--- config.mk ---
export PLATFORM = sky130hd
export DESIGN_NAME = viewport_zoom_pan_mapper_flat
export DESIGN_NICKNAME = d
export VERILOG_FILES = /design/src/hw/rtl/vzpm_pkg.sv /design/src/hw/rtl/vzpm_in_if.sv /design/src/hw/rtl/vzpm_out_if.sv /design/src/hw/rtl/viewport_zoom_pan_mapper.sv /design/src/flat_wrapper.sv
export VERILOG_INCLUDE_DIRS = /design/src /design/src/hw/rtl
export SDC_FILE = /design/constraint.sdc
export NUM_CORES = 2
export LEC_CHECK = 0
export BUFFER_PORTS_ARGS = -buffer_cell sky130_fd_sc_hd__buf_2
export CORE_ASPECT_RATIO = 1.25
export CORE_UTILIZATION = 35
export CTS_BUF_LIST = sky130_fd_sc_hd__clkbuf_8
export CTS_CLUSTER_DIAMETER = 40
export CTS_CLUSTER_SIZE = 14
export DETAILED_ROUTE_END_ITERATION = 8
export GPL_ROUTABILITY_DRIVEN = 0
export GPL_TIMING_DRIVEN = 0
export PLACE_DENSITY = 0.56
export SKIP_LAST_GASP = 1
export SLEW_MARGIN = 20
export SYNTH_ARGS = -nofsm -noshare
export SYNTH_HDL_FRONTEND = slang
export SYNTH_SLANG_ARGS = --single-unit
export TNS_END_PERCENT = 5
--- constraint.sdc ---
create_clock -name i_clk -period 9.3 [get_ports i_clk]
set_input_delay 0.93 -clock i_clk [delete_from_list [all_inputs] [get_ports i_clk]]
set_output_delay 0.93 -clock i_clk [all_outputs]
set_load 0.01 [all_outputs]
--- src/hw/rtl/viewport_zoom_pan_mapper_assert.svh ---
// ----------------------------------------------------------------------------
// Viewport mapper assertion macros
// Clocked on i_clk, quiet while i_rst_n is low.
// ----------------------------------------------------------------------------
`ifndef VIEWPORT_ZOOM_PAN_MAPPER_ASSERT_SVH
`define VIEWPORT_ZOOM_PAN_MAPPER_ASSERT_SVH

// same-cycle implication
`define VZPM_ASSERT_SAME(label, ante, cons, msg) \
    label: assert property (@(posedge i_clk) disable iff (!i_rst_n) (ante) |-> (cons)) \
        else $error(msg);

// next-cycle implication
`define VZPM_ASSERT_NEXT(label, ante, cons, msg) \
    label: assert property (@(posedge i_clk) disable iff (!i_rst_n) (ante) |=> (cons)) \
        else $error(msg);

`endif

--- src/hw/rtl/vzpm_pkg.sv ---
// ----------------------------------------------------------------------------
// vzpm_pkg
// Shared widths, command codes and fixed constants of the viewport mapper.
// ----------------------------------------------------------------------------
`timescale 1ns / 1ps

package vzpm_pkg;

    // word field widths
    localparam int FUNC_W  = 4;
    localparam int PT_W    = 12;
    localparam int SHIFT_W = 12;
    localparam int CANV_W  = 15;
    localparam int ZOOM_W  = 16;

    // configuration
    localparam int SCR_W   = 12;
    localparam int PADDR_W = 3;
    localparam int PDATA_W = 32;
    localparam int SCR_W_RST = 640;
    localparam int SCR_H_RST = 480;
    localparam logic CFG_IDX_WIDTH  = 1'b0;
    localparam logic CFG_IDX_HEIGHT = 1'b1;

    // zoom in Q2.14
    localparam int ZOOM_FRAC = 14;
    localparam logic [ZOOM_W-1:0] ZOOM_ONE  = 16'd16384;
    localparam logic [ZOOM_W-1:0] ZOOM_MAX  = 16'd49152;
    localparam logic [ZOOM_W-1:0] ZOOM_STEP = 16'd492;

    // pan step is visible / 25
    localparam int PAN_DIV = 25;
    localparam int R25_W   = 5;

    typedef enum logic [FUNC_W-1:0] {
        FN_ZOOM_IN  = 4'd0,
        FN_ZOOM_OUT = 4'd1,
        FN_RIGHT    = 4'd2,
        FN_LEFT     = 4'd3,
        FN_UP       = 4'd4,
        FN_DOWN     = 4'd5,
        FN_HOME     = 4'd6,
        FN_CLAMP    = 4'd7,
        FN_MAP      = 4'd8
    } t_func;

endpackage

--- src/hw/rtl/vzpm_in_if.sv ---
// ----------------------------------------------------------------------------
// vzpm_in_if
// Command channel: valid/ready with func and screen point.
// ----------------------------------------------------------------------------
`timescale 1ns / 1ps

interface vzpm_in_if
    import vzpm_pkg::*;
();
    logic              valid;
    logic              ready;
    logic [FUNC_W-1:0] func;
    logic [PT_W-1:0]   point_x;
    logic [PT_W-1:0]   point_y;

    modport source (output valid, output func, output point_x, output point_y,
                    input ready);
    modport sink   (input valid, input func, input point_x, input point_y,
                    output ready);
endinterface

--- src/hw/rtl/vzpm_out_if.sv ---
// ----------------------------------------------------------------------------
// vzpm_out_if
// Result channel: valid/ready with shift, canvas point, centre and zoom.
// ----------------------------------------------------------------------------
`timescale 1ns / 1ps

interface vzpm_out_if
    import vzpm_pkg::*;
();
    logic                      valid;
    logic                      ready;
    logic [SHIFT_W-1:0]        shift_x;
    logic [SHIFT_W-1:0]        shift_y;
    logic signed [CANV_W-1:0]  canvas_x;
    logic signed [CANV_W-1:0]  canvas_y;
    logic signed [CANV_W-1:0]  centre_x;
    logic signed [CANV_W-1:0]  centre_y;
    logic [ZOOM_W-1:0]         zoom_now;

    modport source (output valid, output shift_x, output shift_y, output canvas_x,
                    output canvas_y, output centre_x, output centre_y, output zoom_now,
                    input ready);
    modport sink   (input valid, input shift_x, input shift_y, input canvas_x,
                    input canvas_y, input centre_x, input centre_y, input zoom_now,
                    output ready);
endinterface

--- src/hw/rtl/viewport_zoom_pan_mapper.sv ---
// ----------------------------------------------------------------------------
// viewport_zoom_pan_mapper
// Zoom/pan viewport state with a bit-serial divider for visible size and map.
// ----------------------------------------------------------------------------
// Use:
//   i_cmd carries one command word (func, point_x, point_y); o_res returns
//   exactly one result word per command. Both are valid/ready, a word moves
//   on a clock edge with valid and ready high.
//   The APB port holds screen_width (0x0) and screen_height (0x4); writes land
//   in the access cycle, pready is tied high. Write only while idle.
// Command path (states from accept to result loaded):
//   pan, no-op       : S_EXEC, S_FIN
//   clamp            : S_EXEC, S_CLAMP, S_FIN
//   zoom, home       : S_EXEC, S_DIV, S_FIN (a zoom at its limit skips S_DIV)
//   map              : S_EXEC, S_DIV, S_MAP, S_FIN
//   S_DIV runs the restoring divider, one quotient bit per cycle;
//   the divide by 25 for the pan step rides on the same bits.
//   One command is in flight at a time; i_cmd.ready is high only when idle.
// Reset (synchronous, i_rst_n low): screen 640 x 480, zoom 1.0, centre at
//   half screen, visible size and pan steps for zoom 1.0, no result pending.
// Stall: the result register holds its word until o_res.ready; a new command
//   can be taken meanwhile and waits at the end of its work for the register.
// ----------------------------------------------------------------------------
`timescale 1ns / 1ps
`include "viewport_zoom_pan_mapper_assert.svh"

module viewport_zoom_pan_mapper
    import vzpm_pkg::*;
#(
    parameter int COORD_BITS = 12,
    parameter int FRAC_BITS  = 8
) (
    input  logic               i_clk,
    input  logic               i_rst_n,
    vzpm_in_if.sink            i_cmd,
    vzpm_out_if.source         o_res,
    input  logic               psel,
    input  logic               penable,
    input  logic               pwrite,
    input  logic [PADDR_W-1:0] paddr,
    input  logic [PDATA_W-1:0] pwdata,
    output logic [PDATA_W-1:0] prdata,
    output logic               pready
);

    // ------------------------------------------------------------------
    // derived widths
    // ------------------------------------------------------------------
    localparam int QW      = SCR_W + FRAC_BITS;          // visible size, quotient
    localparam int PW      = QW - 4;                     // pan step (< 2^QW / 25)
    localparam int CI_BITS = (COORD_BITS > SCR_W - 1) ? COORD_BITS : SCR_W - 1;
    localparam int CW      = CI_BITS + FRAC_BITS + 3;    // signed centre
    localparam int MW      = CW + 2;                     // working sums
    localparam int CNTW    = $clog2(QW);
    localparam int DIV_PRE = ZOOM_FRAC + FRAC_BITS - QW; // numerator bits above quotient

    localparam longint CEN_MAX_L = (longint'(1) << (COORD_BITS + FRAC_BITS + 2)) - 1;
    localparam longint OUT_MAX_L = (longint'(1) << (COORD_BITS + 2)) - 1;
    localparam longint CMASK_L   = (longint'(1) << COORD_BITS) - 1;

    localparam logic signed [MW-1:0] K_CEN_MAX = MW'(CEN_MAX_L);
    localparam logic signed [MW-1:0] K_CEN_MIN = MW'(-CEN_MAX_L - 1);
    localparam logic signed [MW-1:0] K_OUT_MAX = MW'(OUT_MAX_L);
    localparam logic signed [MW-1:0] K_OUT_MIN = MW'(-OUT_MAX_L - 1);
    localparam logic signed [MW-1:0] K_CMASK   = MW'(CMASK_L);
    localparam logic [PT_W-1:0]      PT_MASK   = PT_W'(CMASK_L);

    localparam logic [QW-1:0] VIS_W_RST = QW'(SCR_W_RST * (2 ** FRAC_BITS));
    localparam logic [QW-1:0] VIS_H_RST = QW'(SCR_H_RST * (2 ** FRAC_BITS));
    localparam logic [PW-1:0] PAN_X_RST = PW'(SCR_W_RST * (2 ** FRAC_BITS) / PAN_DIV);
    localparam logic [PW-1:0] PAN_Y_RST = PW'(SCR_H_RST * (2 ** FRAC_BITS) / PAN_DIV);
    localparam logic signed [CW-1:0] CEN_X_RST = CW'((SCR_W_RST / 2) * (2 ** FRAC_BITS));
    localparam logic signed [CW-1:0] CEN_Y_RST = CW'((SCR_H_RST / 2) * (2 ** FRAC_BITS));

    typedef enum logic [5:0] {
        S_IDLE  = 6'b000001,
        S_EXEC  = 6'b000010,
        S_DIV   = 6'b000100,
        S_CLAMP = 6'b001000,
        S_MAP   = 6'b010000,
        S_FIN   = 6'b100000
    } t_state;

    // ------------------------------------------------------------------
    // helpers
    // ------------------------------------------------------------------
    // truncate Q.F toward zero
    function automatic logic signed [MW-1:0] trunc0(input logic signed [MW-1:0] q);
        if (q[MW-1]) begin
            trunc0 = -((-q) >>> FRAC_BITS);
        end else begin
            trunc0 = q >>> FRAC_BITS;
        end
    endfunction

    function automatic logic signed [MW-1:0] sat_mw(input logic signed [MW-1:0] v,
                                                   input logic signed [MW-1:0] lo,
                                                   input logic signed [MW-1:0] hi);
        if (v < lo) begin
            sat_mw = lo;
        end else if (v > hi) begin
            sat_mw = hi;
        end else begin
            sat_mw = v;
        end
    endfunction

    // truncate, saturate to the output range, keep the low 15 bits
    function automatic logic [CANV_W-1:0] enc_out(input logic signed [MW-1:0] q);
        logic signed [MW-1:0] v;
        v = sat_mw(trunc0(q), K_OUT_MIN, K_OUT_MAX);
        enc_out = v[CANV_W-1:0];
    endfunction

    function automatic logic signed [CW-1:0] clamp_cen(input logic signed [MW-1:0] s,
                                                      input logic signed [MW-1:0] b,
                                                      input logic signed [MW-1:0] half,
                                                      input logic signed [MW-1:0] cen);
        logic signed [MW-1:0] c;
        if (s[MW-1]) begin
            c = half;
        end else if (s > b) begin
            c = (b <<< FRAC_BITS) + half;
        end else begin
            c = cen;
        end
        c = sat_mw(c, K_CEN_MIN, K_CEN_MAX);
        clamp_cen = c[CW-1:0];
    endfunction

    function automatic logic [SHIFT_W-1:0] clamp_shift(input logic signed [MW-1:0] s,
                                                       input logic signed [MW-1:0] b);
        logic signed [MW-1:0] v;
        if (s[MW-1]) begin
            v = '0;
        end else if (s > b) begin
            v = b;
        end else begin
            v = s;
        end
        v = sat_mw(v, '0, K_CMASK);
        clamp_shift = v[SHIFT_W-1:0];
    endfunction

    // ------------------------------------------------------------------
    // registers
    // ------------------------------------------------------------------
    t_state                  r_state, n_state;
    logic                    r_out_valid, n_out_valid;
    logic [SCR_W-1:0]        r_scr_w, n_scr_w, r_scr_h, n_scr_h;
    logic [ZOOM_W-1:0]       r_zoom, n_zoom;
    logic signed [CW-1:0]    r_cen_x, n_cen_x, r_cen_y, n_cen_y;
    logic [QW-1:0]           r_vis_w, n_vis_w, r_vis_h, n_vis_h;
    logic [PW-1:0]           r_pan_x, n_pan_x, r_pan_y, n_pan_y;

    logic [FUNC_W-1:0]       r_func, n_func;
    logic [PT_W-1:0]         r_px, n_px, r_py, n_py;
    logic [ZOOM_W-1:0]       r_rem_w, n_rem_w, r_rem_h, n_rem_h;
    logic [QW-1:0]           r_quo_w, n_quo_w, r_quo_h, n_quo_h;
    logic [R25_W-1:0]        r_r25_w, n_r25_w, r_r25_h, n_r25_h;
    logic [PW-1:0]           r_p25_w, n_p25_w, r_p25_h, n_p25_h;
    logic [CNTW-1:0]         r_cnt, n_cnt;
    logic signed [MW-1:0]    r_s_x, n_s_x, r_s_y, n_s_y;
    logic signed [MW-1:0]    r_b_x, n_b_x, r_b_y, n_b_y;
    logic signed [MW-1:0]    r_sum_x, n_sum_x, r_sum_y, n_sum_y;
    logic [SHIFT_W-1:0]      r_shx, n_shx, r_shy, n_shy;

    logic [SHIFT_W-1:0]      r_o_shx, n_o_shx, r_o_shy, n_o_shy;
    logic [CANV_W-1:0]       r_o_canx, n_o_canx, r_o_cany, n_o_cany;
    logic [CANV_W-1:0]       r_o_cenx, n_o_cenx, r_o_ceny, n_o_ceny;
    logic [ZOOM_W-1:0]       r_o_zoom, n_o_zoom;

    // ------------------------------------------------------------------
    // datapath terms
    // ------------------------------------------------------------------
    logic                    apb_wr;
    logic                    is_map;
    logic [SCR_W-1:0]        numer_w, numer_h;
    logic [ZOOM_W:0]         t_w, t_h;
    logic                    ge_w, ge_h;
    logic [ZOOM_W-1:0]       rem_nx_w, rem_nx_h;
    logic [QW-1:0]           quo_nx_w, quo_nx_h;
    logic [R25_W:0]          t25_w, t25_h;
    logic                    ge25_w, ge25_h;
    logic [R25_W-1:0]        r25_nx_w, r25_nx_h;
    logic [PW-1:0]           p25_nx_w, p25_nx_h;
    logic signed [MW-1:0]    cen_ext_x, cen_ext_y, half_x, half_y;
    logic signed [MW-1:0]    pan_ext_x, pan_ext_y, quo_ext_w, quo_ext_h;
    logic signed [MW-1:0]    scr_q_w, scr_q_h, vis_ext_w, vis_ext_h;
    logic signed [MW-1:0]    pan_r, pan_l, pan_u, pan_d;

    assign apb_wr = psel && penable && pwrite && pready;
    assign pready = 1'b1;
    assign prdata = (paddr[2] == CFG_IDX_HEIGHT) ? PDATA_W'(r_scr_h) : PDATA_W'(r_scr_w);

    assign is_map  = (r_func == FN_MAP);
    assign numer_w = is_map ? (r_px & PT_MASK) : r_scr_w;
    assign numer_h = is_map ? (r_py & PT_MASK) : r_scr_h;

    // restoring divide by the zoom, one quotient bit a cycle, MSB first
    assign t_w      = {r_rem_w, 1'b0};
    assign t_h      = {r_rem_h, 1'b0};
    assign ge_w     = (t_w >= {1'b0, r_zoom});
    assign ge_h     = (t_h >= {1'b0, r_zoom});
    assign rem_nx_w = ge_w ? ZOOM_W'(t_w - {1'b0, r_zoom}) : t_w[ZOOM_W-1:0];
    assign rem_nx_h = ge_h ? ZOOM_W'(t_h - {1'b0, r_zoom}) : t_h[ZOOM_W-1:0];
    assign quo_nx_w = {r_quo_w[QW-2:0], ge_w};
    assign quo_nx_h = {r_quo_h[QW-2:0], ge_h};

    // divide by 25 fed with the quotient bits as they appear
    assign t25_w    = {r_r25_w, ge_w};
    assign t25_h    = {r_r25_h, ge_h};
    assign ge25_w   = (t25_w >= (R25_W + 1)'(PAN_DIV));
    assign ge25_h   = (t25_h >= (R25_W + 1)'(PAN_DIV));
    assign r25_nx_w = ge25_w ? R25_W'(t25_w - (R25_W + 1)'(PAN_DIV)) : t25_w[R25_W-1:0];
    assign r25_nx_h = ge25_h ? R25_W'(t25_h - (R25_W + 1)'(PAN_DIV)) : t25_h[R25_W-1:0];
    assign p25_nx_w = {r_p25_w[PW-2:0], ge25_w};
    assign p25_nx_h = {r_p25_h[PW-2:0], ge25_h};

    assign cen_ext_x = MW'(r_cen_x);
    assign cen_ext_y = MW'(r_cen_y);
    assign half_x    = MW'({1'b0, r_vis_w[QW-1:1]});
    assign half_y    = MW'({1'b0, r_vis_h[QW-1:1]});
    assign pan_ext_x = MW'({1'b0, r_pan_x});
    assign pan_ext_y = MW'({1'b0, r_pan_y});
    assign quo_ext_w = MW'({1'b0, r_quo_w});
    assign quo_ext_h = MW'({1'b0, r_quo_h});
    assign scr_q_w   = MW'({1'b0, r_scr_w, {FRAC_BITS{1'b0}}});
    assign scr_q_h   = MW'({1'b0, r_scr_h, {FRAC_BITS{1'b0}}});
    assign vis_ext_w = MW'({1'b0, r_vis_w});
    assign vis_ext_h = MW'({1'b0, r_vis_h});

    assign pan_r = sat_mw(cen_ext_x + pan_ext_x, K_CEN_MIN, K_CEN_MAX);
    assign pan_l = sat_mw(cen_ext_x - pan_ext_x, K_CEN_MIN, K_CEN_MAX);
    assign pan_u = sat_mw(cen_ext_y - pan_ext_y, K_CEN_MIN, K_CEN_MAX);
    assign pan_d = sat_mw(cen_ext_y + pan_ext_y, K_CEN_MIN, K_CEN_MAX);

    // ------------------------------------------------------------------
    // next state
    // ------------------------------------------------------------------
    always_comb begin
        n_state     = r_state;
        n_out_valid = r_out_valid;
        n_scr_w     = r_scr_w;
        n_scr_h     = r_scr_h;
        n_zoom      = r_zoom;
        n_cen_x     = r_cen_x;
        n_cen_y     = r_cen_y;
        n_vis_w     = r_vis_w;
        n_vis_h     = r_vis_h;
        n_pan_x     = r_pan_x;
        n_pan_y     = r_pan_y;
        n_func      = r_func;
        n_px        = r_px;
        n_py        = r_py;
        n_rem_w     = r_rem_w;
        n_rem_h     = r_rem_h;
        n_quo_w     = r_quo_w;
        n_quo_h     = r_quo_h;
        n_r25_w     = r_r25_w;
        n_r25_h     = r_r25_h;
        n_p25_w     = r_p25_w;
        n_p25_h     = r_p25_h;
        n_cnt       = r_cnt;
        n_s_x       = r_s_x;
        n_s_y       = r_s_y;
        n_b_x       = r_b_x;
        n_b_y       = r_b_y;
        n_sum_x     = r_sum_x;
        n_sum_y     = r_sum_y;
        n_shx       = r_shx;
        n_shy       = r_shy;
        n_o_shx     = r_o_shx;
        n_o_shy     = r_o_shy;
        n_o_canx    = r_o_canx;
        n_o_cany    = r_o_cany;
        n_o_cenx    = r_o_cenx;
        n_o_ceny    = r_o_ceny;
        n_o_zoom    = r_o_zoom;

        if (apb_wr) begin
            case (paddr[2])
                CFG_IDX_WIDTH:  n_scr_w = pwdata[SCR_W-1:0];
                CFG_IDX_HEIGHT: n_scr_h = pwdata[SCR_W-1:0];
                default: ;
            endcase
        end

        if (r_out_valid && o_res.ready) begin
            n_out_valid = 1'b0;
        end

        case (r_state)
            S_IDLE: begin
                if (i_cmd.valid) begin
                    n_func  = i_cmd.func;
                    n_px    = i_cmd.point_x;
                    n_py    = i_cmd.point_y;
                    n_state = S_EXEC;
                end
            end

            S_EXEC: begin
                n_state = S_FIN;
                // divider preload, only used when S_DIV follows
                n_rem_w = ZOOM_W'({numer_w, {DIV_PRE{1'b0}}});
                n_rem_h = ZOOM_W'({numer_h, {DIV_PRE{1'b0}}});
                n_r25_w = '0;
                n_r25_h = '0;
                n_cnt   = CNTW'(QW - 1);
                case (t_func'(r_func))
                    FN_ZOOM_IN: begin
                        if (r_zoom < ZOOM_MAX) begin
                            n_zoom  = r_zoom + ZOOM_STEP;
                            n_state = S_DIV;
                        end
                    end
                    FN_ZOOM_OUT: begin
                        if (r_zoom > ZOOM_ONE) begin
                            n_zoom  = ((r_zoom - ZOOM_STEP) < ZOOM_ONE) ? ZOOM_ONE
                                                                       : r_zoom - ZOOM_STEP;
                            n_state = S_DIV;
                        end
                    end
                    FN_RIGHT: n_cen_x = pan_r[CW-1:0];
                    FN_LEFT:  n_cen_x = pan_l[CW-1:0];
                    FN_UP:    n_cen_y = pan_u[CW-1:0];
                    FN_DOWN:  n_cen_y = pan_d[CW-1:0];
                    FN_HOME: begin
                        n_zoom  = ZOOM_ONE;
                        n_cen_x = CW'({1'b0, r_scr_w[SCR_W-1:1], {FRAC_BITS{1'b0}}});
                        n_cen_y = CW'({1'b0, r_scr_h[SCR_W-1:1], {FRAC_BITS{1'b0}}});
                        n_state = S_DIV;
                    end
                    FN_CLAMP: begin
                        n_s_x   = trunc0(cen_ext_x - half_x);
                        n_s_y   = trunc0(cen_ext_y - half_y);
                        n_b_x   = trunc0(scr_q_w - vis_ext_w);
                        n_b_y   = trunc0(scr_q_h - vis_ext_h);
                        n_state = S_CLAMP;
                    end
                    FN_MAP: n_state = S_DIV;
                    default: ;
                endcase
            end

            S_DIV: begin
                n_rem_w = rem_nx_w;
                n_rem_h = rem_nx_h;
                n_quo_w = quo_nx_w;
                n_quo_h = quo_nx_h;
                n_r25_w = r25_nx_w;
                n_r25_h = r25_nx_h;
                n_p25_w = p25_nx_w;
                n_p25_h = p25_nx_h;
                n_cnt   = r_cnt - 1'b1;
                if (r_cnt == '0) begin
                    if (is_map) begin
                        n_state = S_MAP;
                    end else begin
                        n_vis_w = quo_nx_w;
                        n_vis_h = quo_nx_h;
                        n_pan_x = p25_nx_w;
                        n_pan_y = p25_nx_h;
                        n_state = S_FIN;
                    end
                end
            end

            S_CLAMP: begin
                n_cen_x = clamp_cen(r_s_x, r_b_x, half_x, cen_ext_x);
                n_cen_y = clamp_cen(r_s_y, r_b_y, half_y, cen_ext_y);
                n_shx   = clamp_shift(r_s_x, r_b_x);
                n_shy   = clamp_shift(r_s_y, r_b_y);
                n_state = S_FIN;
            end

            S_MAP: begin
                n_sum_x = cen_ext_x - half_x + quo_ext_w;
                n_sum_y = cen_ext_y - half_y + quo_ext_h;
                n_state = S_FIN;
            end

            S_FIN: begin
                // wait for the result register to drain
                if (!r_out_valid || o_res.ready) begin
                    n_out_valid = 1'b1;
                    n_o_shx     = (r_func == FN_CLAMP) ? r_shx : '0;
                    n_o_shy     = (r_func == FN_CLAMP) ? r_shy : '0;
                    n_o_canx    = is_map ? enc_out(r_sum_x) : '0;
                    n_o_cany    = is_map ? enc_out(r_sum_y) : '0;
                    n_o_cenx    = enc_out(cen_ext_x);
                    n_o_ceny    = enc_out(cen_ext_y);
                    n_o_zoom    = r_zoom;
                    n_state     = S_IDLE;
                end
            end

            default: n_state = S_IDLE;
        endcase
    end

    // control and architectural state
    always_ff @(posedge i_clk) begin
        if (!i_rst_n) begin
            r_state     <= S_IDLE;
            r_out_valid <= 1'b0;
            r_scr_w     <= SCR_W'(SCR_W_RST);
            r_scr_h     <= SCR_W'(SCR_H_RST);
            r_zoom      <= ZOOM_ONE;
            r_cen_x     <= CEN_X_RST;
            r_cen_y     <= CEN_Y_RST;
            r_vis_w     <= VIS_W_RST;
            r_vis_h     <= VIS_H_RST;
            r_pan_x     <= PAN_X_RST;
            r_pan_y     <= PAN_Y_RST;
        end else begin
            r_state     <= n_state;
            r_out_valid <= n_out_valid;
            r_scr_w     <= n_scr_w;
            r_scr_h     <= n_scr_h;
            r_zoom      <= n_zoom;
            r_cen_x     <= n_cen_x;
            r_cen_y     <= n_cen_y;
            r_vis_w     <= n_vis_w;
            r_vis_h     <= n_vis_h;
            r_pan_x     <= n_pan_x;
            r_pan_y     <= n_pan_y;
        end
    end

    // working and result payload
    always_ff @(posedge i_clk) begin
        r_func   <= n_func;
        r_px     <= n_px;
        r_py     <= n_py;
        r_rem_w  <= n_rem_w;
        r_rem_h  <= n_rem_h;
        r_quo_w  <= n_quo_w;
        r_quo_h  <= n_quo_h;
        r_r25_w  <= n_r25_w;
        r_r25_h  <= n_r25_h;
        r_p25_w  <= n_p25_w;
        r_p25_h  <= n_p25_h;
        r_cnt    <= n_cnt;
        r_s_x    <= n_s_x;
        r_s_y    <= n_s_y;
        r_b_x    <= n_b_x;
        r_b_y    <= n_b_y;
        r_sum_x  <= n_sum_x;
        r_sum_y  <= n_sum_y;
        r_shx    <= n_shx;
        r_shy    <= n_shy;
        r_o_shx  <= n_o_shx;
        r_o_shy  <= n_o_shy;
        r_o_canx <= n_o_canx;
        r_o_cany <= n_o_cany;
        r_o_cenx <= n_o_cenx;
        r_o_ceny <= n_o_ceny;
        r_o_zoom <= n_o_zoom;
    end

    assign i_cmd.ready    = (r_state == S_IDLE);
    assign o_res.valid    = r_out_valid;
    assign o_res.shift_x  = r_o_shx;
    assign o_res.shift_y  = r_o_shy;
    assign o_res.canvas_x = r_o_canx;
    assign o_res.canvas_y = r_o_cany;
    assign o_res.centre_x = r_o_cenx;
    assign o_res.centre_y = r_o_ceny;
    assign o_res.zoom_now = r_o_zoom;

    // ------------------------------------------------------------------
    // assertions
    // ------------------------------------------------------------------
    `VZPM_ASSERT_SAME(a_zoom_range, 1'b1, (r_zoom >= ZOOM_ONE) && (r_zoom < ZOOM_MAX + ZOOM_STEP), "zoom left its range")
    `VZPM_ASSERT_SAME(a_rem_below_zoom, r_state == S_DIV, (r_rem_w < r_zoom) && (r_rem_h < r_zoom), "divider remainder not below zoom")
    `VZPM_ASSERT_SAME(a_r25_range, r_state == S_DIV, (r_r25_w < R25_W'(PAN_DIV)) && (r_r25_h < R25_W'(PAN_DIV)), "pan divider remainder out of range")
    `VZPM_ASSERT_NEXT(a_fin_loads, (r_state == S_FIN) && (!r_out_valid || o_res.ready), r_out_valid && (r_state == S_IDLE), "result word not loaded")

endmodule

--- src/flat_wrapper.sv ---
// flat-port wrapper written by rule: the top's interface ports become plain ports
module viewport_zoom_pan_mapper_flat import vzpm_pkg::*;
#(
    parameter int COORD_BITS = 12,
    parameter int FRAC_BITS  = 8
)
  (i_clk, i_rst_n, psel, penable, pwrite, paddr, pwdata, prdata, pready, i_cmd_valid, i_cmd_func, i_cmd_point_x, i_cmd_point_y, i_cmd_ready, o_res_valid, o_res_shift_x, o_res_shift_y, o_res_canvas_x, o_res_canvas_y, o_res_centre_x, o_res_centre_y, o_res_zoom_now, o_res_ready);
  vzpm_in_if i_cmd_i ();
  vzpm_out_if o_res_i ();
  input  logic i_clk;
  input  logic i_rst_n;
  input  logic psel;
  input  logic penable;
  input  logic pwrite;
  input  logic [PADDR_W-1:0] paddr;
  input  logic [PDATA_W-1:0] pwdata;
  output logic [PDATA_W-1:0] prdata;
  output logic pready;
  input wire logic [$bits(i_cmd_i.valid)-1:0] i_cmd_valid;
  input wire logic [$bits(i_cmd_i.func)-1:0] i_cmd_func;
  input wire logic [$bits(i_cmd_i.point_x)-1:0] i_cmd_point_x;
  input wire logic [$bits(i_cmd_i.point_y)-1:0] i_cmd_point_y;
  output wire logic [$bits(i_cmd_i.ready)-1:0] i_cmd_ready;
  output wire logic [$bits(o_res_i.valid)-1:0] o_res_valid;
  output wire logic [$bits(o_res_i.shift_x)-1:0] o_res_shift_x;
  output wire logic [$bits(o_res_i.shift_y)-1:0] o_res_shift_y;
  output wire logic [$bits(o_res_i.canvas_x)-1:0] o_res_canvas_x;
  output wire logic [$bits(o_res_i.canvas_y)-1:0] o_res_canvas_y;
  output wire logic [$bits(o_res_i.centre_x)-1:0] o_res_centre_x;
  output wire logic [$bits(o_res_i.centre_y)-1:0] o_res_centre_y;
  output wire logic [$bits(o_res_i.zoom_now)-1:0] o_res_zoom_now;
  input wire logic [$bits(o_res_i.ready)-1:0] o_res_ready;
  assign i_cmd_i.valid = i_cmd_valid;
  assign i_cmd_i.func = i_cmd_func;
  assign i_cmd_i.point_x = i_cmd_point_x;
  assign i_cmd_i.point_y = i_cmd_point_y;
  assign i_cmd_ready = i_cmd_i.ready;
  assign o_res_valid = o_res_i.valid;
  assign o_res_shift_x = o_res_i.shift_x;
  assign o_res_shift_y = o_res_i.shift_y;
  assign o_res_canvas_x = o_res_i.canvas_x;
  assign o_res_canvas_y = o_res_i.canvas_y;
  assign o_res_centre_x = o_res_i.centre_x;
  assign o_res_centre_y = o_res_i.centre_y;
  assign o_res_zoom_now = o_res_i.zoom_now;
  assign o_res_i.ready = o_res_ready;
  viewport_zoom_pan_mapper #(.COORD_BITS(COORD_BITS), .FRAC_BITS(FRAC_BITS)) u_core (.i_clk(i_clk), .i_rst_n(i_rst_n), .i_cmd(i_cmd_i), .o_res(o_res_i), .psel(psel), .penable(penable), .pwrite(pwrite), .paddr(paddr), .pwdata(pwdata), .prdata(prdata), .pready(pready));
endmodule
Yosys cells after proc, flatten, opt, wreduce, memory -nomap -nowiden
Index checks and enable logic that the tools add are counted.
- logic and storage cells: 238
- bits in registers: 584
- output and inout bits: 135
- bitwise operators: 2
- multiplexer cells: 79
- $lt $le $gt $ge: 33
- add/subtract/negate cells: 35
- eq/ne operators: 21
- reduce and logical (&&, ||, !) cells: 24
- operators with widths (operator ; number):
    25-bit two-way mux ; 24
    23-bit two-way mux ; 12
    17-bit negation with 25-bit output ; 8
    16-bit two-way mux ; 9
    23-bit one-hot mux with 3 select lines ; 2
    25-bit by 15-bit > comparator with 1-bit output (second input constant) ; 4
    25-bit by 15-bit < comparator with 1-bit output (second input constant) ; 4
    24-bit by 23-bit > comparator with 1-bit output (second input constant) ; 4
    24-bit by 23-bit < comparator with 1-bit output (second input constant) ; 4
    23-bit one-hot mux with 2 select lines ; 2
    15-bit two-way mux ; 6
    16-bit one-hot mux with 2 select lines ; 2
    12-bit two-way mux ; 5
    24-bit by 21-bit adder with 25-bit output ; 2
    25-bit by 20-bit adder with 25-bit output ; 2
    25-bit by 13-bit > comparator with 1-bit output (second input constant) ; 2
    25-bit by 23-bit > comparator with 1-bit output (second input constant) ; 2
    25-bit > comparator ; 2
    25-bit by 1-bit < comparator with 1-bit output (second input constant) ; 2
    25-bit by 23-bit < comparator with 1-bit output (second input constant) ; 2
    21-bit negation with 25-bit output ; 2
    23-bit negation with 25-bit output ; 2
    24-bit negation with 25-bit output ; 2
    25-bit negation ; 2
    other kinds (46) ; 86

Depth between registers and ports, before layout
- word-level depth: 8
- gate-level depth with buffers: 20
- gate-level depth less buffers: 20

Least setup slack after synthesis
Ideal clock, no wire load.
- kind: in2reg
- start point: input port o_res_ready
- end point: register u_core.r_o_canx[0] (netlist: u_core.o_res.canvas_x[0]) (enable)
- cell stages on the path: 2
- data arrival time: 5.398 ns
- slack: 3.335 ns
- setup time: 0.567 ns
- cell sequence: nand2b_1 -> nor2b_1
- cells in the longest elaborated chain, start to end: 2
- ends and longest elaborated chain (item ; line ; source):
    from (decl) ; flat_wrapper.sv:32 ; input wire logic [$bits(o_res_i.ready)-1:0] o_res_ready;
    1-bit logical OR ; viewport_zoom_pan_mapper.sv:386 ; if (!r_out_valid || o_res.ready) begin
    2-bit AND reduction (no source line) ; - ;
    to (signal assigned) ; viewport_zoom_pan_mapper.sv:456 ; r_o_canx <= n_o_canx;
    to (decl) ; viewport_zoom_pan_mapper.sv:169 ; logic [CANV_W-1:0] r_o_canx, n_o_canx, r_o_cany, n_o_cany;
Every way passes these cells.
A chain may end at the register's enable or synchronous reset.

Final worst setup path
- start point: register u_core.r_vis_w[2]
- end point: register u_core.r_s_x[13] (data pin)
- cells in the longest elaborated chain, start to end: 4
- ends and longest elaborated chain (item ; line ; source):
    from (decl) ; viewport_zoom_pan_mapper.sv:153 ; logic [QW-1:0] r_vis_w, n_vis_w, r_vis_h, n_vis_h;
    from (signal assigned) ; viewport_zoom_pan_mapper.sv:425 ; r_vis_w <= n_vis_w;
    23-bit by 20-bit subtractor with 24-bit output * ; viewport_zoom_pan_mapper.sv:336 ; n_s_x = trunc0(cen_ext_x - half_x);
    24-bit negation with 25-bit output ; viewport_zoom_pan_mapper.sv:90 ; trunc0 = -((-q) >>> FRAC_BITS);
    17-bit negation with 25-bit output ; viewport_zoom_pan_mapper.sv:90 ;
    16-bit two-way mux * ; viewport_zoom_pan_mapper.sv:89 ; if (q[MW-1]) begin
    to (signal assigned) ; viewport_zoom_pan_mapper.sv:446 ; r_s_x <= n_s_x;
    to (decl) ; viewport_zoom_pan_mapper.sv:163 ; logic signed [MW-1:0] r_s_x, n_s_x, r_s_y, n_s_y;
Every way passes the cells marked *; elsewhere a longest branch is shown, timed or not.

==> flow_summary.ini <==
[power]
power_uw = 6890
cellLeakagePower_uw = 0.0184
irDropWorstVdd_mv = 0.166
p_per_area_nw_per_um2 = 145

[clock_network]
cts-root-buf = clkbuf_8
htree_levels = 3
cts_tree = done
numClockSinks = 576
hold_buffers = 0
postCtsSetupRepairBufs = 0
clockBufferDepth = 3
clock_latency_ps = 870
cts_resized = 0
path_clk_slew_ps = 90
cts_buffers = 105

[timing]
period_share_pct = 61.2
setup-violations-final = 0
hold_viol_final = 0
clock_skew_ps = 52.7
worst_slew_pin_slew_ps = 1200
final.min_clock_period_ps = 5690
finalMaxSlewViolations = 0
setup_slack_ps = 3610
rsz0062_at_grt = no
max-slew-margin-rel_pct = 20.2
max_freq_mhz = 176
tns_ps = 0

[yosys]
synthDistinctLibCells = 124
synth-seq-cells = 576
yosysWarnings = 0
ys_seq_area_share_pct = 37.5
synth_edf_count = 413
synth_area_um2 = 41800
syn_inst = 4680
syn_area_per_cell_um2 = 8.93
ys.flop_type = edfxtp_1
synth_async_sr_flop_share_pct = 0

[final_layout]
final_common_cell = a21oi_1
area_growth_pct = 13.6
nets = 5351
final_cell_mix = a21oi_1 (456), nand2_1 (447), edfxtp_1 (413), nor2_1 (303), inv_1 (294)
drive_above_1_share_pct = 11.3

[critical_path]
crit_slowest_cell = dfxtp_1
critPathLaunchType = flip-flop
worstPathMaxFanout = 8
r2r_start = u_core.r_vis_w[2]$_SDFFE_PN0P_
cp_top_family = compound AO/OA/AOI/OAI gates
worstReg2RegEnd = u_core.r_s_x[13]$_DFFE_PP_
ff2ff_path_depth = 13
setup.worst_path.end_class = flip-flop
crit_chain = inv_1 > fa_1 > a211oi_2 > o21ai_1 > a31o_2 > a2111oi_1 > nor3_2 > inv_2 > nand3_1 > or4b_2 > o21bai_2 > nand4_1 > xnor2_1
required_ps = 9870
slowest_delay_ps = 870
arrival_ps = 6260
critical_path_class = reg2reg
r2r_setup_slack_ps = 3610
crit_buf_inv = 2

[route]
wl_per_cell_um = 22.6
drt_wl_total_um = 151000
drc_errors = 0
initialDrtViolationCount = 3127
first_pass_iters = 6
drtAntennaViolNets = 0
num_vias = 38000
vias_per_cell = 5.72

[place]
io_buffers = 159
dp_hpwl_um = 119000
dp_slack_ps = 3710

[global_routing]
antenna_found_initial = 8
grt_util_met3_pct = 5.19
track_usage_pct = 24.4
grt_first_pass_wirelength_um = 225000
grt_use_met2_pct = 40.1
gr-total-overflow = 0
grt_max_degree = 52
grt_pass1_vias = 36600
use_met1_pct = 27.9
top_usage_layer = met2

[floorplanning]
rows = 141
die_area_um2 = 121000
die_y_um = 388
die_w_um = 311
core-area_um2 = 118000
start_util_pct = 35.3
num_io_pins = 205

[job]
maxCapViolations = 0

[run_status]
status = finished clean

[min_path]
hold_class = in2reg
min_path_cells = 1
hold_path_startpoint = i_cmd_func[1]
worstHoldEndpoint = u_core.r_func[1]$_DFFE_PP_
==> where the power goes <==
part	total, uW	internal [uW]	switching, uW
Sequential	2840	2800	39.6
Clock	2890	1450	1440
Combinational	1160	436	723
==> through the flow <==
stage | instance area (um2) | hold WS [ps] | cells | util (%)
final | 47500 | 228 | 6650 | 40.1
after global routing | 47500 | 216 | 6650 | 40.1
after CTS | 47500 | 187 | 6649 | 40.1
after detailed placement | 45000 | 421 | 6450 | 38.0
after global placement | 44700 | 414 | 6433 | 37.7
after floorplan | 41900 | 406 | 4701 | -
==> sequential cells by signal (all words and copies together), names as in the netlist, 14 cells and up <==
signal                 count
u_core.o_res.centre_y     15
u_core.r_vis_h            20
u_core.r_cen_y            23
u_core.r_vis_w            20
u_core.r_b_y              25
u_core.o_res.canvas_y     15
u_core.r_p25_h            15
u_core.r_quo_w            20
u_core.o_res.canvas_x     15
u_core.r_pan_y            16
u_core.r_s_x              25
u_core.o_res.zoom_now     14
u_core.r_quo_h            20
u_core.r_rem_w            14
u_core.r_b_x              25
u_core.r_p25_w            15
u_core.r_zoom             14
u_core.r_sum_x            25
u_core.o_res.centre_x     15
u_core.r_cen_x            23
u_core.r_s_y              25
u_core.r_rem_h            14
u_core.r_sum_y            25
u_core.r_pan_x            16
==> metal layers <==
| layer | wire length [um] | up-vias |
|---|---|---|
| met5 | 31 | - |
| met4 | 11900 | 4 |
| met3 | 11300 | 477 |
| met2 | 69600 | 1550 |
| met1 | 57700 | 18200 |
| li1 | - | 17800 |
==> worst reg2reg max path, cell delays in order (launching register included) <==
cell and delay [ps]:
dfxtp_1 870, inv_1 500, fa_1 600, a211oi_2 370
o21ai_1 150, a31o_2 300, a2111oi_1 470, nor3_2 170
inv_2 110, nand3_1 100, or4b_2 710, o21bai_2 410
nand4_1 170, xnor2_1 480
==> how the worst max path moves through the flow <==
stage | startpoint | endpoint | slack (ps) | depth (start not counted)
2_1_floorplan | o_res_ready | u_core.o_res.canvas_x[0]$_SDFFCE_PP0P_ | 3340 | 2
3_3_place_gp | o_res_ready | u_core.o_res.canvas_y[1]$_SDFFCE_PP0P_ | 320 | 3
3_5_place_dp | u_core.r_zoom[3]$_SDFFE_PN0P_ | u_core.r_r25_h[4]$_SDFFCE_PN0P_ | 3710 | 20
4_1_cts | u_core.r_vis_h[3]$_SDFFE_PN0P_ | u_core.r_sum_y[22]$_DFFE_PN_ | 3720 | 18
5_1_grt | u_core.r_vis_h[3]$_SDFFE_PN0P_ | u_core.r_sum_y[22]$_DFFE_PN_ | 3280 | 18
6_report | u_core.r_vis_w[2]$_SDFFE_PN0P_ | u_core.r_s_x[13]$_DFFE_PP_ | 3610 | 13
==> synth_stat cells, types with 48 or more instances <==
cell type | n | area (um2)
a211oi_1 | 72 | 541
a21o_1 | 86 | 646
a21oi_1 | 456 | 2280
a31oi_1 | 57 | 357
and2_1 | 58 | 363
clkbuf_1 | 181 | 679
dfxtp_1 | 163 | 3260
edfxtp_1 | 413 | 12400
ha_1 | 285 | 3570
inv_1 | 293 | 1100
mux2i_1 | 48 | 480
nand2_1 | 447 | 1680
nand2b_1 | 50 | 313
nand3_1 | 131 | 656
nor2_1 | 303 | 1140
nor2b_1 | 51 | 319
nor3_1 | 111 | 556
nor4_1 | 58 | 363
o211ai_1 | 72 | 541
o21ai_0 | 256 | 1280
xnor2_1 | 201 | 1760
xor2_1 | 129 | 1130
==> cells by family after synthesis <==
logic type | after synthesis | synth area share, %
simple gates | 1485 | 18.1
compound gates | 1385 | 21.5
flops | 576 | 37.5
buf+inv | 535 | 5.23
xor+xnor | 330 | 6.91
fa+ha+maj | 297 | 9.10
mux | 70 | 1.75
other cells | 2 | 0.0180
==> cell type report <==
cell class	count	area, um2
fillers	12000	70900
clock inverters	90	1040
diodes	1	2.50
multi-input cells	3590	24100
plain buffers	240	1090
well taps	1573	1970
clock buffers	109	1500
inverters	295	1110
repair buffers	176	1060
flip-flops and latches	576	15700
(Power assumes the default switching activity.)
